--- src/rtl/icdf_pkg.sv ---
package icdf_pkg;

	// Table geometry
	localparam int unsigned MAX_BINS = 1024;
	localparam int unsigned IDX_W    = $clog2(MAX_BINS);
	localparam int unsigned CNT_W    = IDX_W + 1;

	// Field widths
	localparam int unsigned WEIGHT_W = 16;
	localparam int unsigned POS_W    = 16;
	localparam int unsigned SUM_W    = 32;
	localparam int unsigned BIN_W    = 10;

	// Operation codes
	localparam logic OP_APPEND = 1'b0;
	localparam logic OP_QUERY  = 1'b1;

	// Input word
	typedef struct packed {
		logic                operation;
		logic [WEIGHT_W-1:0] weight;
		logic                restart;
		logic [POS_W-1:0]    position;
	} icdf_in_t;

	// Output word
	typedef struct packed {
		logic [BIN_W-1:0] bin_index;
		logic             degenerate;
	} icdf_out_t;

	// Controller to datapath
	typedef struct packed {
		logic append;
		logic query;
		logic start;
		logic step;
		logic load_out;
	} icdf_cmd_t;

	// Datapath to controller
	typedef struct packed {
		logic count_lt2;
		logic search_done;
	} icdf_status_t;

endpackage

--- src/rtl/icdf_ctrl.sv ---
module icdf_ctrl (
	input  logic                   clk,
	input  logic                   arst_n,
	input  logic                   in_valid,
	input  logic                   in_operation,
	output logic                   in_ready,
	output logic                   out_valid,
	input  logic                   out_ready,
	input  icdf_pkg::icdf_status_t status,
	output icdf_pkg::icdf_cmd_t    cmd
);

	typedef enum logic [3:0] {
		ST_IDLE = 4'b0001,
		ST_MUL  = 4'b0010,
		ST_SRCH = 4'b0100,
		ST_WAIT = 4'b1000
	} icdf_state_t;

	icdf_state_t state_q;
	icdf_state_t state_n;
	logic        out_valid_q;
	logic        slot_free;

	assign slot_free = !out_valid_q || out_ready;

	// Next state and commands
	always_comb begin
		state_n  = state_q;
		cmd      = '0;
		in_ready = 1'b0;
		unique case (state_q)
			ST_IDLE: begin
				in_ready = 1'b1;
				if (in_valid) begin
					if (in_operation == icdf_pkg::OP_QUERY) begin
						cmd.query = 1'b1;
						state_n   = ST_MUL;
					end else begin
						cmd.append = 1'b1;
					end
				end
			end
			ST_MUL: begin
				cmd.start = 1'b1;
				state_n   = status.count_lt2 ? ST_WAIT : ST_SRCH;
			end
			ST_SRCH: begin
				cmd.step = 1'b1;
				if (status.search_done) begin
					state_n = ST_WAIT;
				end
			end
			ST_WAIT: begin
				if (slot_free) begin
					cmd.load_out = 1'b1;
					state_n      = ST_IDLE;
				end
			end
			default: begin
				state_n = ST_IDLE;
			end
		endcase
	end

	// State and output valid
	always_ff @(posedge clk or negedge arst_n) begin
		if (!arst_n) begin
			state_q     <= ST_IDLE;
			out_valid_q <= 1'b0;
		end else begin
			state_q <= state_n;
			if (cmd.load_out) begin
				out_valid_q <= 1'b1;
			end else if (out_ready) begin
				out_valid_q <= 1'b0;
			end
		end
	end

	assign out_valid = out_valid_q;

endmodule

--- config.mk ---
export PLATFORM = sky130hd
export DESIGN_NAME = icdf_ctrl
export DESIGN_NICKNAME = d
export VERILOG_FILES = /design/src/rtl/icdf_pkg.sv /design/src/rtl/icdf_ctrl.sv
export SDC_FILE = /design/constraint.sdc
export NUM_CORES = 1
export LEC_CHECK = 0
export BUFFER_PORTS_ARGS = -buffer_cell sky130_fd_sc_hd__clkbuf_2
export CORE_AREA = 2 2 39 41
export DETAILED_ROUTE_END_ITERATION = 10
export DIE_AREA = 0 0 41 43
export PLACE_DENSITY = 0.54
export SLEW_MARGIN = 25
export SYNTH_ARGS = -nofsm -noshare
export SYNTH_HDL_FRONTEND = slang
export SYNTH_SLANG_ARGS = --single-unit
--- constraint.sdc ---
create_clock -name clk -period 3.55 [get_ports clk]
set_clock_uncertainty 0.1 [all_clocks]
set_input_delay 0.355 -clock clk [delete_from_list [all_inputs] [get_ports clk]]
set_output_delay 0.355 -clock clk [all_outputs]
set_load 0.01 [all_outputs]
Word-level counts from Yosys, hierarchy flattened
Cells that the tools add are included.
{"block": "op_classes", "mux": 17, "n_eq_ne": 8, "n_reduce_logical": 4}
{"cell": "2-to-1 mux 4 bit", "count": 5}
{"cell": "one-hot mux 4 bit (4 select lines)", "count": 1}
{"cell": "2-to-1 mux 1 bit", "count": 9}
{"cell": "inequality test 2 bit (second input constant)", "count": 4}
{"cell": "== test 4 x 1 -> 1 bit (second input constant)", "count": 1}
{"cell": "== test 4 x 2 -> 1 bit (second input constant)", "count": 1}
{"cell": "== test 4 x 3 -> 1 bit (second input constant)", "count": 1}
{"cell": "== test 4 bit (second input constant)", "count": 1}
{"cell": "2-to-1 mux 2 bit", "count": 2}
{"cell": "AND reduction 4 bit", "count": 1}
{"cell": "nonzero test 2 bit", "count": 1}
{"cell": "zero test 1 bit", "count": 1}
{"cell": "logical OR 1 bit", "count": 1}
{"block": "totals", "out_inout_bits": 7, "reg_bits": 5, "in_bits": 7, "word_cells": 31}

Depth between registers and ports, before layout
{"block": "logic_depth", "ltp_word": 5, "depth_mapped": 3, "depth_no_buf": 3}

Worst setup path before layout
No wires, ideal clock.
{"block": "synth_timing", "path_type": "register to output", "startpoint": "register state_q[0]", "endpoint": "output cmd[3] (netlist bit)", "required_ns": 3.095, "path_stages_with_launch": 3, "path_slack_ns": 1.886, "t_arrival_ns": 1.209, "n_path_buf": 0, "path_cell_list": "dfstp_2 nor4b_2 and3_1"}
{"element": "start, declared", "line": "icdf_ctrl.sv:20", "rtl": "icdf_state_t state_q;"}
{"element": "start signal, assigned", "line": "icdf_ctrl.sv:72", "rtl": "state_q <= state_n;"}
{"element": "end, declared", "line": "icdf_ctrl.sv:10", "rtl": "output icdf_pkg::icdf_cmd_t cmd"}

==> results.md <==
- Status: complete, no violations
- Vias in the first global route: 239
- Fin. Hold Viols: 0
- CP top delay family: flip-flops
- Design area: 417 µm²
- Final max-slew violation count: 0
- Clock slew at reported path FFs: 0.05 ns
- Power per Cell Area: 375 nW/µm²
- Clk_lat worst skew: 0.24 ns
- Yosys reg bits: 5
- Worst path arrival time: 1.48 ns
- Routed WL: 636 µm
- Leading area contributor after synthesis: dfrtp_1
- Post-route ant nets: 0
- Root Buffer: clkbuf_4
- Hold path depth: 2
- Wire per inst: 9.64 µm
- P&R area growth vs syn: 41.1%
- Minimum clock period: 1.93 ns
- Top-area cell type share of the netlist area: 0.339
- FF-to-FF path depth: 3
- Sequential area share after synthesis: 0.428
- Iter 0 DRT Violations: 6
- Post-synth ARST share: 1.00
- CP Launch Type: register
- Worst min-delay path category: primary input to register
- Fin crit share: 0.544
- First-pass GRT wire length: 1010 µm
- Synth cell types: 16
- Critical path class: register to output port
- Final core area utilization: 0.301
- Die area: 1760 µm²
- Row cnt: 14
- Initial antenna violation count: 0
- CP Max Fanout: 5
- Num Clock Sinks: 5
- VDD IR max: 0.183 mV
- Core area: 1380 µm²
- Post-synthesis cell count: 32
- # setup viols final: 0
- Via count: 287
- YS warnings: 0
- Congestion Overflow GR: 0
- Initial Util: 0.213
- Vias per std cell: 4.35
- CP max stage delay: 0.56 ns
- RSZ-0062 raised after global routing: false
- Die W: 41 µm
- Final RePlAce weighted congestion: 0.758
- DR DRC count: 0
- Post-synth EDFFs: 0
- Tightest Pin Transition: 0.335 ns
- Drt pass-1 iters: 4
- F_max: 518 MHz
- Synth cell count leaders: dfrtp_1, inv_1, nor2_1
- Final setup TNS: 0 ns
- Post-place instance area: 380 µm²
- Ports: 14
- Buffers & Inverters on Critical Path: 1
- HPWL Detailed: 494 µm
- Cell area after synthesis: 295 µm²
- Total of max-cap violations: 0
- Nets: 58
- P_leak: 0.217 nW
- Num CTS Buffers: 3
- Layout cells sized above 1: 0.400
- Port-buffer cells: 13
- Required @ worst endpoint: 3.09 ns
- Syn Nets: 39
- Crit. path cell count: 3
- N_diodes: 0
- Primary FF master, synth: dfrtp_1
- Pin count of the biggest net entering global routing: 9
- Die H: 43 µm
- Slew margin rel.: 0.773
- Post-CTS setup buffers: 0
- Gr usage total: 0.0926
- H-Tree Depth: 1
- Clock tree buffer depth: 2
- CTS tree: yes
- Worst path slowest cell: dfstp_2
- Avg Inst Size Synth: 9.23 µm²
- Top cells by area, synth: dfrtp_1, nor4b_2, dfstp_2
- Critical path, cell by cell: nor4b_2 -> and3_1 -> clkbuf_2
- Crit. End Element: output port
[final cells by class]
| class | count | area (µm²) |
|---|---|---|
| fillers | 164 | 967 |
| well taps | 16 | 20.0 |
| repair buffers | 14 | 75.1 |
| inverters | 4 | 15.0 |
| multi-input cells | 23 | 154 |
| clock buffers | 4 | 26.3 |
| flip-flops and latches | 5 | 126 |
[timing repair]
action                                 in CTS  in global routing
gates resized for setup                     0                  0
endpoints found under the hold margin       4                  0
hold buffers                                1                  0
[state kept, by name, indices dropped and copies added (netlist names)]
name and count:
state_q 4, out_valid 1
[power breakdown]
part	internal, W	switching (W)	total, W
clock	0.0000426	0.0000245	0.0000671
combinational	0.0000127	0.0000115	0.0000242
sequential	0.0000606	0.00000422	0.0000648
[cell usage in the layout (no fill, tap or decap)]
cell and n:
nor4b_2 2, clkbuf_2 13, clkbuf_1 1, nor2b_2 1
nand3b_1 1, a31oi_1 2, inv_1 4, nand2_1 2
nand2b_1 2, dfrtp_1 4, or3_1 1, clkbuf_4 3
dfstp_2 1, and3_1 2, o21ai_1 1, nor4bb_1 2
a21oi_1 2, o21ai_0 2, nor2_1 3, dlygate4sd3_1 1
[metrics by stage]
stage          setup WS [ns]  instances  total power, W  hold WS [ns]
4_1_cts                 1.60         66        0.000159         0.204
6_report                1.62         66        0.000156         0.207
2_1_floorplan           1.89         32       0.0000782       -0.0406
3_5_place_dp            1.87         61       0.0000894        0.0856
5_1_grt                 1.51         66        0.000170         0.198
3_3_place_gp            1.91         61       0.0000893        0.0827
[final timing paths]
| check | end | slack [ns] | startpoint |
|---|---|---|---|
| setup / recovery | cmd[3] | 1.62 | state_q[0] |
| setup reg to reg | state_q[0] | 2.19 | state_q[2] |
| min in group asynchronous | out_valid | 0.36 | arst_n |
| max in group asynchronous | state_q[0] | 2.76 | arst_n |
| hold / removal | state_q[2] | 0.21 | status[0] |
| hold reg to reg | state_q[0] | 0.40 | state_q[0] |
[per-layer routing]
layer / share of wire / wire length [µm] / global-route usage
met2: 0.42 / 269 / 0.119
met3: 0.12 / 76 / 0.0785
met4: 0 / 0 / 0.0200
met5: 0 / 0 / 0
met1: 0.46 / 290 / 0.117
[cells by family after synthesis]
logic type             share of synthesized area
AND/OR/NAND/NOR                            0.394
AO/OA/AOI/OAI                              0.127
flip-flops                                 0.428
buffers and inverters                     0.0508
No activity file was read; power rests on OpenSTA's default activity.
